[src/design/crc16_pkg.sv]
// Shared types, constants and the byte fold function of the CRC-16 stream block.
package crc16_pkg;

   localparam logic [15:0] CRC_POLY        = 16'h1021;
   localparam logic [15:0] CRC_RESET_START = 16'h1021;
   localparam int          BYTE_BITS       = 8;

   typedef struct packed {
      logic [15:0] data_word;
      logic        byte_mode;
      logic        first_item;
      logic        last_item;
   } req_item_type;

   typedef struct packed {
      logic [15:0] crc_value;
      logic        is_final;
   } rsp_item_type;

   // Input stage contents as seen by the fold and output stages.
   typedef struct packed {
      logic         valid;
      req_item_type item;
   } stage_type;

   // MSB-first fold of one byte into the remainder, eight shift/xor steps.
   function automatic logic [15:0] fold_byte(input logic [15:0] rem, input logic [7:0] data);
      logic [15:0] r;
      r = rem ^ {data, 8'h00};
      for (int i = 0; i < BYTE_BITS; i++) begin
         if (r[15]) begin
            r = {r[14:0], 1'b0} ^ CRC_POLY;
         end else begin
            r = {r[14:0], 1'b0};
         end
      end
      return r;
   endfunction

endpackage

[src/design/crc16_req_if.sv]
// Request channel interface: valid/ready handshake with one message element.
interface crc16_req_if;
   logic        valid;
   logic        ready;
   logic [15:0] data_word;
   logic        byte_mode;
   logic        first_item;
   logic        last_item;

   modport source (output valid, output data_word, output byte_mode, output first_item,
                   output last_item, input ready);
   modport sink   (input valid, input data_word, input byte_mode, input first_item,
                   input last_item, output ready);
endinterface

[src/design/crc16_rsp_if.sv]
// Response channel interface: valid/ready handshake with the running CRC.
interface crc16_rsp_if;
   logic        valid;
   logic        ready;
   logic [15:0] crc_value;
   logic        is_final;

   modport source (output valid, output crc_value, output is_final, input ready);
   modport sink   (input valid, input crc_value, input is_final, output ready);
endinterface

[src/design/crc16_in_stage.sv]
// Input register: captures one request item, holds it until the output stage takes it.
module crc16_in_stage (
   input  logic                 clock,
   input  logic                 reset,
   crc16_req_if.sink            req,
   input  logic                 advance,
   output crc16_pkg::stage_type stage
);

   logic                      valid_ff;
   logic                      valid_in;
   crc16_pkg::req_item_type   item_ff;
   logic                      take;

   assign req.ready = !valid_ff || advance;
   assign take      = req.valid && req.ready;
   assign valid_in  = take ? 1'b1 : (advance ? 1'b0 : valid_ff);

   always_ff @(posedge clock) begin
      if (reset) begin
         valid_ff <= 1'b0;
      end else begin
         valid_ff <= valid_in;
      end
   end

   always_ff @(posedge clock) begin
      if (take) begin
         item_ff.data_word  <= req.data_word;
         item_ff.byte_mode  <= req.byte_mode;
         item_ff.first_item <= req.first_item;
         item_ff.last_item  <= req.last_item;
      end
   end

   assign stage.valid = valid_ff;
   assign stage.item  = item_ff;

endmodule

[src/design/crc16_fold.sv]
// Fold network: restart select plus one or two byte folds into the remainder.
module crc16_fold (
   input  logic [15:0]             remainder,
   input  logic [15:0]             start_value,
   input  crc16_pkg::req_item_type item,
   output logic [15:0]             crc_next
);

   logic [15:0] base;
   logic [15:0] high_folded;

   always_comb begin
      base        = item.first_item ? start_value : remainder;
      high_folded = crc16_pkg::fold_byte(base, item.data_word[15:8]);
      if (item.byte_mode) begin
         crc_next = crc16_pkg::fold_byte(base, item.data_word[7:0]);
      end else begin
         crc_next = crc16_pkg::fold_byte(high_folded, item.data_word[7:0]);
      end
   end

endmodule

[src/design/crc16_out_stage.sv]
// Output register and running remainder; presents one result item per folded item.
module crc16_out_stage (
   input  logic                 clock,
   input  logic                 reset,
   input  crc16_pkg::stage_type stage,
   input  logic [15:0]          crc_next,
   input  logic                 advance,
   output logic                 slot_free,
   output logic [15:0]          remainder,
   crc16_rsp_if.source          rsp
);

   logic                     valid_ff;
   logic                     valid_in;
   logic [15:0]              remainder_ff;
   crc16_pkg::rsp_item_type  result_ff;

   assign slot_free = !valid_ff || rsp.ready;
   assign valid_in  = advance ? 1'b1 : (rsp.ready ? 1'b0 : valid_ff);

   always_ff @(posedge clock) begin
      if (reset) begin
         valid_ff     <= 1'b0;
         remainder_ff <= crc16_pkg::CRC_RESET_START;
      end else begin
         valid_ff <= valid_in;
         if (advance) begin
            remainder_ff <= crc_next;
         end
      end
   end

   always_ff @(posedge clock) begin
      if (advance) begin
         result_ff.crc_value <= crc_next;
         result_ff.is_final  <= stage.item.last_item;
      end
   end

   assign remainder     = remainder_ff;
   assign rsp.valid     = valid_ff;
   assign rsp.crc_value = result_ff.crc_value;
   assign rsp.is_final  = result_ff.is_final;

endmodule

[src/design/crc16_ccitt_stream_top.sv]
// Top level of the CRC-16/CCITT (poly 0x1021, MSB first) streaming block.
//
// req_chan carries message elements: data_word, byte_mode (1 folds only bits 7..0,
// 0 folds bits 15..8 then 7..0), first_item (restart from start value) and
// last_item. rsp_chan returns one item per request item: crc_value, the
// remainder after that element, and is_final, a copy of last_item.
// csr_write_en/csr_write_data set the start value; it applies from the next item
// that has first_item set.
// A request item passes through an input register, then the fold network into the
// output register, where rsp_chan.valid presents its result. Throughput is one item
// per cycle while rsp_chan.ready stays high, set by the remainder feedback through
// the fold network.
// Reset clears both stages and loads remainder and start value with 0x1021.
// When the receiver stalls, the output register holds its item and the input
// register takes one more; req_chan.ready drops only when both are full.
module crc16_ccitt_stream_top (
   input  logic         clock,
   input  logic         reset,
   crc16_req_if.sink    req_chan,
   crc16_rsp_if.source  rsp_chan,
   input  logic         csr_write_en,
   input  logic [15:0]  csr_write_data
);

   crc16_pkg::stage_type stage;
   logic [15:0]          start_value_ff;
   logic [15:0]          remainder;
   logic [15:0]          crc_next;
   logic                 slot_free;
   logic                 advance;

   always_ff @(posedge clock) begin
      if (reset) begin
         start_value_ff <= crc16_pkg::CRC_RESET_START;
      end else if (csr_write_en) begin
         start_value_ff <= csr_write_data;
      end
   end

   assign advance = stage.valid && slot_free;

   crc16_in_stage u_in_stage (
      .clock   (clock),
      .reset   (reset),
      .req     (req_chan),
      .advance (advance),
      .stage   (stage)
   );

   crc16_fold u_fold (
      .remainder   (remainder),
      .start_value (start_value_ff),
      .item        (stage.item),
      .crc_next    (crc_next)
   );

   crc16_out_stage u_out_stage (
      .clock     (clock),
      .reset     (reset),
      .stage     (stage),
      .crc_next  (crc_next),
      .advance   (advance),
      .slot_free (slot_free),
      .remainder (remainder),
      .rsp       (rsp_chan)
   );

   // a full input stage is only ever refilled while it drains
   a_no_overwrite: assert property (@(posedge clock) disable iff (reset)
      (stage.valid && req_chan.ready) |-> advance)
      else $error("input stage refilled while its item is still held");

   // every item moved out of the input stage shows up as a result
   a_advance_shows: assert property (@(posedge clock) disable iff (reset)
      advance |=> (rsp_chan.valid && rsp_chan.crc_value == remainder))
      else $error("advanced item missing from output register");

   // a result taken with nothing behind it leaves the output empty
   a_drain: assert property (@(posedge clock) disable iff (reset)
      (rsp_chan.valid && rsp_chan.ready && !advance) |=> !rsp_chan.valid)
      else $error("result repeated after it was taken");

   // start value write lands in the register
   a_csr_write: assert property (@(posedge clock) disable iff (reset)
      csr_write_en |=> (start_value_ff == $past(csr_write_data)))
      else $error("start value write lost");

endmodule
[src/flat_wrapper.sv]
// flat-port wrapper written by rule: the top's interface ports become plain ports
module crc16_ccitt_stream_top_flat 
  (clock, reset, csr_write_en, csr_write_data, req_chan_valid, req_chan_data_word, req_chan_byte_mode, req_chan_first_item, req_chan_last_item, req_chan_ready, rsp_chan_valid, rsp_chan_crc_value, rsp_chan_is_final, rsp_chan_ready);
  crc16_req_if req_chan_i ();
  crc16_rsp_if rsp_chan_i ();
  input  logic clock;
  input  logic reset;
  input  logic csr_write_en;
  input  logic [15:0] csr_write_data;
  input wire logic [$bits(req_chan_i.valid)-1:0] req_chan_valid;
  input wire logic [$bits(req_chan_i.data_word)-1:0] req_chan_data_word;
  input wire logic [$bits(req_chan_i.byte_mode)-1:0] req_chan_byte_mode;
  input wire logic [$bits(req_chan_i.first_item)-1:0] req_chan_first_item;
  input wire logic [$bits(req_chan_i.last_item)-1:0] req_chan_last_item;
  output wire logic [$bits(req_chan_i.ready)-1:0] req_chan_ready;
  output wire logic [$bits(rsp_chan_i.valid)-1:0] rsp_chan_valid;
  output wire logic [$bits(rsp_chan_i.crc_value)-1:0] rsp_chan_crc_value;
  output wire logic [$bits(rsp_chan_i.is_final)-1:0] rsp_chan_is_final;
  input wire logic [$bits(rsp_chan_i.ready)-1:0] rsp_chan_ready;
  assign req_chan_i.valid = req_chan_valid;
  assign req_chan_i.data_word = req_chan_data_word;
  assign req_chan_i.byte_mode = req_chan_byte_mode;
  assign req_chan_i.first_item = req_chan_first_item;
  assign req_chan_i.last_item = req_chan_last_item;
  assign req_chan_ready = req_chan_i.ready;
  assign rsp_chan_valid = rsp_chan_i.valid;
  assign rsp_chan_crc_value = rsp_chan_i.crc_value;
  assign rsp_chan_is_final = rsp_chan_i.is_final;
  assign rsp_chan_i.ready = rsp_chan_ready;
  crc16_ccitt_stream_top u_core (.clock(clock), .reset(reset), .req_chan(req_chan_i), .rsp_chan(rsp_chan_i), .csr_write_en(csr_write_en), .csr_write_data(csr_write_data));
endmodule
[config.mk]
export PLATFORM = sky130hd
export DESIGN_NAME = crc16_ccitt_stream_top_flat
export DESIGN_NICKNAME = d
export VERILOG_FILES = /design/src/design/crc16_pkg.sv /design/src/design/crc16_req_if.sv /design/src/design/crc16_rsp_if.sv /design/src/design/crc16_in_stage.sv /design/src/design/crc16_fold.sv /design/src/design/crc16_out_stage.sv /design/src/design/crc16_ccitt_stream_top.sv /design/src/flat_wrapper.sv
export SDC_FILE = /design/constraint.sdc
export NUM_CORES = 1
export LEC_CHECK = 0
export ABC_AREA = 1
export BUFFER_PORTS_ARGS = -buffer_cell sky130_fd_sc_hd__buf_2
export CAP_MARGIN = 20
export CELL_PAD_IN_SITES_DETAIL_PLACEMENT = 0
export CELL_PAD_IN_SITES_GLOBAL_PLACEMENT = 1
export CORE_MARGIN = 5
export CORE_UTILIZATION = 42
export CTS_CLUSTER_SIZE = 24
export DETAILED_ROUTE_END_ITERATION = 12
export GPL_TIMING_DRIVEN = 0
export HOLD_SLACK_MARGIN = 0.05
export MAX_ROUTING_LAYER = met4
export PLACE_DENSITY_LB_ADDON = 0.2
export SKIP_LAST_GASP = 1
export SLEW_MARGIN = 15
export SYNTH_ARGS = -nofsm -noshare
export SYNTH_HDL_FRONTEND = slang
export SYNTH_SLANG_ARGS = --single-unit
[constraint.sdc]
create_clock -name clock -period 2.63 [get_ports clock]
set_clock_uncertainty 0.2 [all_clocks]
set_input_delay 0.526 -clock clock [delete_from_list [all_inputs] [get_ports clock]]
set_output_delay 0.526 -clock clock [all_outputs]
set_load 0.01 [all_outputs]
-- Word level (Yosys, flattened, before mapping)
Cells that the tools add are included.
- mux-type cells: 44
- bitwise operators: 27
- reductions and logical operators: 8
- operator list (kind ; number):
    $mux 13 ; 24
    $mux 16 ; 16
    $not 3->3 ; 24
    $xor 16x16->16 ; 3
    $mux 1 ; 4
    $reduce_bool 2->1 ; 2
    $logic_and 1x1->1 ; 2
    $logic_not 1->1 ; 2
    $logic_or 1x1->1 ; 2
- register bits after elaboration: 70
- input port bits: 40
- output and inout bits: 19
- logic and storage cells: 89

-- Depth between registers and ports, before layout
- depth after elaboration: 43
- depth in mapped cells: 18
- mapped depth without buffers: 17

-- Cells and area by module
A second synthesis with hierarchy kept.
- cell total of the unflattened synthesis: 562
- area total of the unflattened synthesis: 4106.4 um^2
- modules (own cells, without submodules) (module ; instances ; cells each ; area each (um^2) ; seq. area each (um^2)):
    crc16_fold ; 1 ; 348 ; 1722.9 ; 0.0
    crc16_out_stage ; 1 ; 90 ; 1098.6 ; 850.8
    crc16_ccitt_stream_top ; 1 ; 98 ; 659.4 ; 320.3
    crc16_in_stage ; 1 ; 26 ; 625.6 ; 590.6

-- Worst setup path after synthesis
OpenSTA, ideal clock, no wires.
- kind: reg2reg
- from: reg u_core.u_in_stage.item_ff, in the netlist u_core.u_in_stage.stage[1]
- to: reg, netlist name u_core.u_out_stage.rsp.crc_value[5]
- library setup time: 255 ps
- data arrival time: 1629 ps
- data required time: 2175 ps
- setup slack: 547 ps
- stages on the path, launching flop included: 11
- path buffers: 2
- period minus slack after synthesis: 2083 ps
- path through: edfxtp_1 -> buf_6 -> buf_8 -> nand2_2 -> nand2_2 -> xor2_1 -> or2_1 -> nand2_1 -> o21ai_0 -> a21o_1 -> and2_1
- cells in the longest elaborated chain, start to end: 26
- elaborated cells between the ends (all ways): 53
- classes of those cells: 40 x mux; 13 x bitwise
- RTL lines (item ; line ; RTL):
    from (decl) ; crc16_in_stage.sv:12 ; crc16_pkg::req_item_type item_ff;
    $mux 16 * ; crc16_fold.sv:13 ; base = item.first_item ? start_value : remainder;
    $xor 16x16->16 ; crc16_pkg.sv:29 ; r = rem ^ {data, 8'h00};
    $mux 13 (4 in a row) ; crc16_pkg.sv:31 ; if (r[15]) begin
    $mux 13 / $not 3->3 (equally long branches) ; n/a ;
    $mux 13 ; crc16_pkg.sv:31 ;
    $not 3->3 (no line) / $mux 13 (equally long branches) ; n/a ;
    $mux 13 ; crc16_pkg.sv:31 ;
    $xor 16x16->16 / $mux 13 (equally long branches) ; crc16_pkg.sv:29, crc16_pkg.sv:31 ;
    [... 8 more ...] ; n/a ;
    $mux 13 ; crc16_pkg.sv:31 ;
    $mux 16 ; crc16_fold.sv:15 ; if (item.byte_mode) begin
    $mux 13 / $mux 16 (equally long branches) ; crc16_pkg.sv:31, crc16_fold.sv:15 ;
    $mux 16 ; crc16_fold.sv:15 ;
    $not 3->3 (no line) / $mux 16 (equally long branches) ; n/a ;
    $mux 13 ; crc16_pkg.sv:31 ;
    $mux 16 * ; crc16_fold.sv:15 ;
    named net u_core.crc_next[5] ; crc16_ccitt_stream_top.sv:28 ; logic [15:0] crc_next;
Mark *: on every way through the listed nets, which the timed path passes. The rest lies on a longest branch. The select of a mux whose other input is x is not followed.
A chain may end at the register's enable or synchronous reset.

-- Final worst setup path
- from: reg u_core.u_in_stage.item_ff, in the netlist u_core.u_in_stage.stage[1]
- to: reg, netlist name u_core.u_out_stage.rsp.crc_value[8]
- cells in the longest elaborated chain, start to end: 26
- elaborated cells between the ends (all ways): 51
- classes of those cells: 40 x mux; 11 x bitwise
- RTL lines (item ; line):
    $mux 16 * ; crc16_fold.sv:13
    $xor 16x16->16 ; crc16_pkg.sv:29
    $mux 13 ; crc16_pkg.sv:31
    $mux 13 / $not 3->3 (equally long branches) ; n/a
    $mux 13 ; crc16_pkg.sv:31
    $not 3->3 (no line) / $mux 13 (equally long branches) ; n/a
    $mux 13 (2 in a row) ; crc16_pkg.sv:31
    $xor 16x16->16 / $mux 13 (equally long branches) ; crc16_pkg.sv:29, crc16_pkg.sv:31
    [... 10 more ...] ; n/a
    $mux 16 ; crc16_fold.sv:15
    $mux 13 ; crc16_pkg.sv:31
    $mux 16 ; crc16_fold.sv:15
    $mux 13 ; crc16_pkg.sv:31
    $mux 16 ; crc16_fold.sv:15
    $mux 13 ; crc16_pkg.sv:31
    $mux 16 * ; crc16_fold.sv:15
    named net u_core.crc_next[8] ; crc16_ccitt_stream_top.sv:28
Marked as above.

==> qor.yml <==
rsz_0062_raised_after_global_routing: "no"
worst_setup_hold_path_clk_slew_ns: 0.08
grt_max_degree: 27
wl_met2_um: 4570
drtIter0Drc: 214
clock-sinks: 70
place_worst_setup_slack_ns: 0.184
ios: 59
ys_warn_count: 0
hpwlAfterDp_um: 8050
ir_worst_vdd_v: 0.000247
path_max_fanout: 10
timing.critical_path.to_type: "register"
first_pass_grt_wire_length_um: 16700
synth_area_leaders: "sky130_fd_sc_hd__edfxtp_1 (27%), sky130_fd_sc_hd__dfxtp_1 (17%), sky130_fd_sc_hd__nand2_1 (16%)"
drive_gt1_share_pct: 20.3
avgRoutedWirePerCell_um: 14.0
synth_cells: 537
top_layer: "met4"
finalWirelength_um: 10400
main_combinational_cell_family_by_area_after_synthesis: "simple AND/OR/NAND/NOR gates"
num_antenna_cells: 0
crit_path_start_kind: "register"
critical_path.reg2reg.startpoint: "u_core.u_in_stage.stage[1]$_DFFE_PP_"
post_synth_and_or_nand_nor_area_fraction_pct: 32.5
globalRouteTotalUtil_pct: 19.5
number_of_global_route_vias_before_repair: 3191
synth_adder_area_share_pct: 0
synth-seq-area-share_pct: 44.4
final_hold_viol_count: 0
clock_path_buffers: 2
required_time_of_the_critical_path_ns: 2.54
numCtsBuffers: 9
leakagePower_nw: 2.32
initial_core_util_pct: 43.0
die_h_um: 107
post_drt_via_cell_ratio: 4.74
synth.cell_area_um2: 3970
crit_path_start: "u_core.u_in_stage.stage[1]$_DFFE_PP_"
antenna_left: 0
run_status: "finished, final reports clean"
die_area_um2: 11500
fmax_ghz: 0.416
wl_met3_um: 627
synth-xor-area-share_pct: 4.57
slew_violations: 0
layout_filler_cell_count: 918
syn_area_per_cell_um2: 7.39
cts-htree-levels: 3
slew_headroom_pct: 39.3
core_um2: 9240
cellPowerDensity_nw_per_um2: 646
nets: 645
worstMarginPinSlew_ns: 0.909
synth_top_cell_by_area: "sky130_fd_sc_hd__edfxtp_1"
postCtsSetupRepairBufs: 0
cp_data_arrival_time_ns: 2.31
synthDistinctLibCells: 28
synth.area.mux_share_pct: 0
cts_tree: "yes"
buffer_ports.inserted: 57
antenna_found_initial: 0
min-delay-start: "req_chan_first_item"
final_min_period_over_clock_period_pct: 91.3
cts_root_buffer: "sky130_fd_sc_hd__clkbuf_8"
setup_slack_ns: 0.228
total_of_flip_flops_plus_latches_after_synthesis: 70
syn_nets: 577
synth_compound_area_share_pct: 9.11
synth_top_area_share_pct: 27.2
fin_crit_ns: 2.40
drc: 0
clk_latency_ns: 0.35
dieWidth_um: 107
via_count: 3504
setup_tns_ns: 0
layout_area_growth_over_synthesis_pct: 16.5
criticalPathCategory: "register to register"
fp-row-count: 35
layoutNonFillerInstCount: 739
length_of_the_first_detailed_routing_pass_in_iterations: 5
drv.max_cap_violation_count: 0
grt_overflow_total: 0
setup_viol: 0
post-place-cells: 723
m1WireLength_um: 4990
gp_congestion: 0.936
worstHoldPathType: "primary input to register"
-- kinds of logic (layout without fill, tap and decap cells) --
logic type	count (synthesis)	after routing
AOI/OAI and AO/OA	66	66
xor gates and xnor gates	19	19
buffers and inverters	88	161
DFF	70	70
and+or+nand+nor	294	294
-- final timing paths --
check / end / slack (ns) / depth (start not counted)
setup / recovery: u_core.u_out_stage.rsp.crc_value[8]$_DFFE_PP_ / 0.23 / 14
hold reg to reg: u_core.u_out_stage.rsp.is_final$_DFFE_PP_ / 0.23 / 0
hold / removal: u_core.u_in_stage.stage[1]$_DFFE_PP_ / 0.14 / 1
setup reg to reg: u_core.u_out_stage.rsp.crc_value[8]$_DFFE_PP_ / 0.23 / 14
-- where the power goes --
group          leakage [nW]  switching, W  internal (W)
logic                  1.59      0.000520      0.000267
registers             0.627     0.0000425       0.00125
clock network        0.0976      0.000421      0.000488
total                  2.32      0.000983       0.00201
-- cell usage after synthesis --
cell type / number
sky130_fd_sc_hd__or2_1: 2
sky130_fd_sc_hd__nand3_1: 67
sky130_fd_sc_hd__inv_6: 1
sky130_fd_sc_hd__nand3_2: 2
sky130_fd_sc_hd__inv_2: 4
sky130_fd_sc_hd__dfxtp_1: 34
sky130_fd_sc_hd__buf_8: 1
sky130_fd_sc_hd__a21oi_1: 21
sky130_fd_sc_hd__xor2_2: 2
sky130_fd_sc_hd__a21boi_0: 1
sky130_fd_sc_hd__clkbuf_1: 7
sky130_fd_sc_hd__buf_6: 3
sky130_fd_sc_hd__nand3b_1: 1
sky130_fd_sc_hd__xnor2_1: 5
sky130_fd_sc_hd__xor2_1: 12
sky130_fd_sc_hd__inv_1: 68
sky130_fd_sc_hd__o21ai_1: 12
sky130_fd_sc_hd__edfxtp_1: 36
sky130_fd_sc_hd__nor2_1: 26
sky130_fd_sc_hd__o21ai_0: 24
sky130_fd_sc_hd__o21ai_2: 7
sky130_fd_sc_hd__nand2_4: 2
sky130_fd_sc_hd__buf_2: 3
sky130_fd_sc_hd__clkinv_1: 1
sky130_fd_sc_hd__and2_1: 1
sky130_fd_sc_hd__a21o_1: 1
sky130_fd_sc_hd__nand2_2: 26
sky130_fd_sc_hd__nand2_1: 167
-- cell type report --
class | count | area [um2] | area share (%)
Buffer | 14 | 90.1 | 1.95
Clock buffer | 11 | 151 | 3.27
Clock inverter | 5 | 57.6 | 1.24
Inverter | 74 | 283 | 6.11
Multi-Input combinational cell | 379 | 1830 | 39.7
Sequential cell | 70 | 1760 | 38.1
Tap cell | 129 | 161 | 3.49
Timing Repair Buffer | 57 | 285 | 6.17
-- stage by stage --
step                      total power (W)  instance area, um2  hold slack (ns)  util, %
final                             0.00299                4620            0.144     50.0
after global routing              0.00319                4620            0.119     50.0
after CTS                         0.00302                4620            0.126     50.0
after detailed placement          0.00210                4420            0.212     47.8
after global placement            0.00209                4420            0.202     47.8
after floorplan                   0.00188                3970            0.200        -
-- cells in the final DEF (no fill, tap or decap), types with 2 or more instances in the layout --
cell and instances:
sky130_fd_sc_hd__or2_1 2, sky130_fd_sc_hd__nand3_1 67, sky130_fd_sc_hd__clkinvlp_4 3, sky130_fd_sc_hd__clkbuf_8 11, sky130_fd_sc_hd__buf_2 60, sky130_fd_sc_hd__nand2_4 2, sky130_fd_sc_hd__xnor2_1 5, sky130_fd_sc_hd__inv_2 4
sky130_fd_sc_hd__o21ai_1 12, sky130_fd_sc_hd__buf_6 3, sky130_fd_sc_hd__nor2_1 26, sky130_fd_sc_hd__o21ai_2 7, sky130_fd_sc_hd__dfxtp_1 34, sky130_fd_sc_hd__edfxtp_1 36, sky130_fd_sc_hd__xor2_1 12, sky130_fd_sc_hd__nand3_2 2
sky130_fd_sc_hd__nand2_2 26, sky130_fd_sc_hd__clkbuf_1 7, sky130_fd_sc_hd__a21oi_1 21, sky130_fd_sc_hd__nand2_1 167, sky130_fd_sc_hd__inv_1 68, sky130_fd_sc_hd__xor2_2 2, sky130_fd_sc_hd__o21ai_0 24
-- worst max-delay path, stage by stage, from the launching register on --
cell and delay, ns:
sky130_fd_sc_hd__edfxtp_1 0.39, sky130_fd_sc_hd__buf_6 0.17, sky130_fd_sc_hd__inv_6 0.09, sky130_fd_sc_hd__nand2_4 0.06, sky130_fd_sc_hd__nand2_2 0.09, sky130_fd_sc_hd__xor2_1 0.44
sky130_fd_sc_hd__nand2_1 0.15, sky130_fd_sc_hd__nand2_1 0.16, sky130_fd_sc_hd__nand2_1 0.07, sky130_fd_sc_hd__nand3_1 0.08, sky130_fd_sc_hd__nand2_1 0.06, sky130_fd_sc_hd__inv_1 0.05
sky130_fd_sc_hd__nand2_1 0.04, sky130_fd_sc_hd__nand2_1 0.08, sky130_fd_sc_hd__inv_1 0.04
-- registers in the layout (all words and copies together) (netlist names) --
register	cells
u_core.u_in_stage.stage	19
u_core.start_value_ff	16
u_core.u_out_stage.rsp.crc_value	16
u_core.u_in_stage.valid_ff	1
u_core.u_out_stage.rsp.valid	1
u_core.u_out_stage.rsp.is_final	1
u_core.u_out_stage.remainder	16
-- repair_timing --
| action | CTS | global route |
|---|---|---|
| hold buffers | 0 | 0 |
| hold endpoints to repair | 0 | 0 |
| resized for setup | 0 | 1 |
| setup endpoints to repair | 0 | 1 |
-- per-layer routing --
layer	up-vias	track usage (%)
li1	1846	-
met1	1529	27.3
met2	115	28.7
met3	14	3.43
met4	0	5.94
met5	-	-
Power figures use the tool's default switching activity.
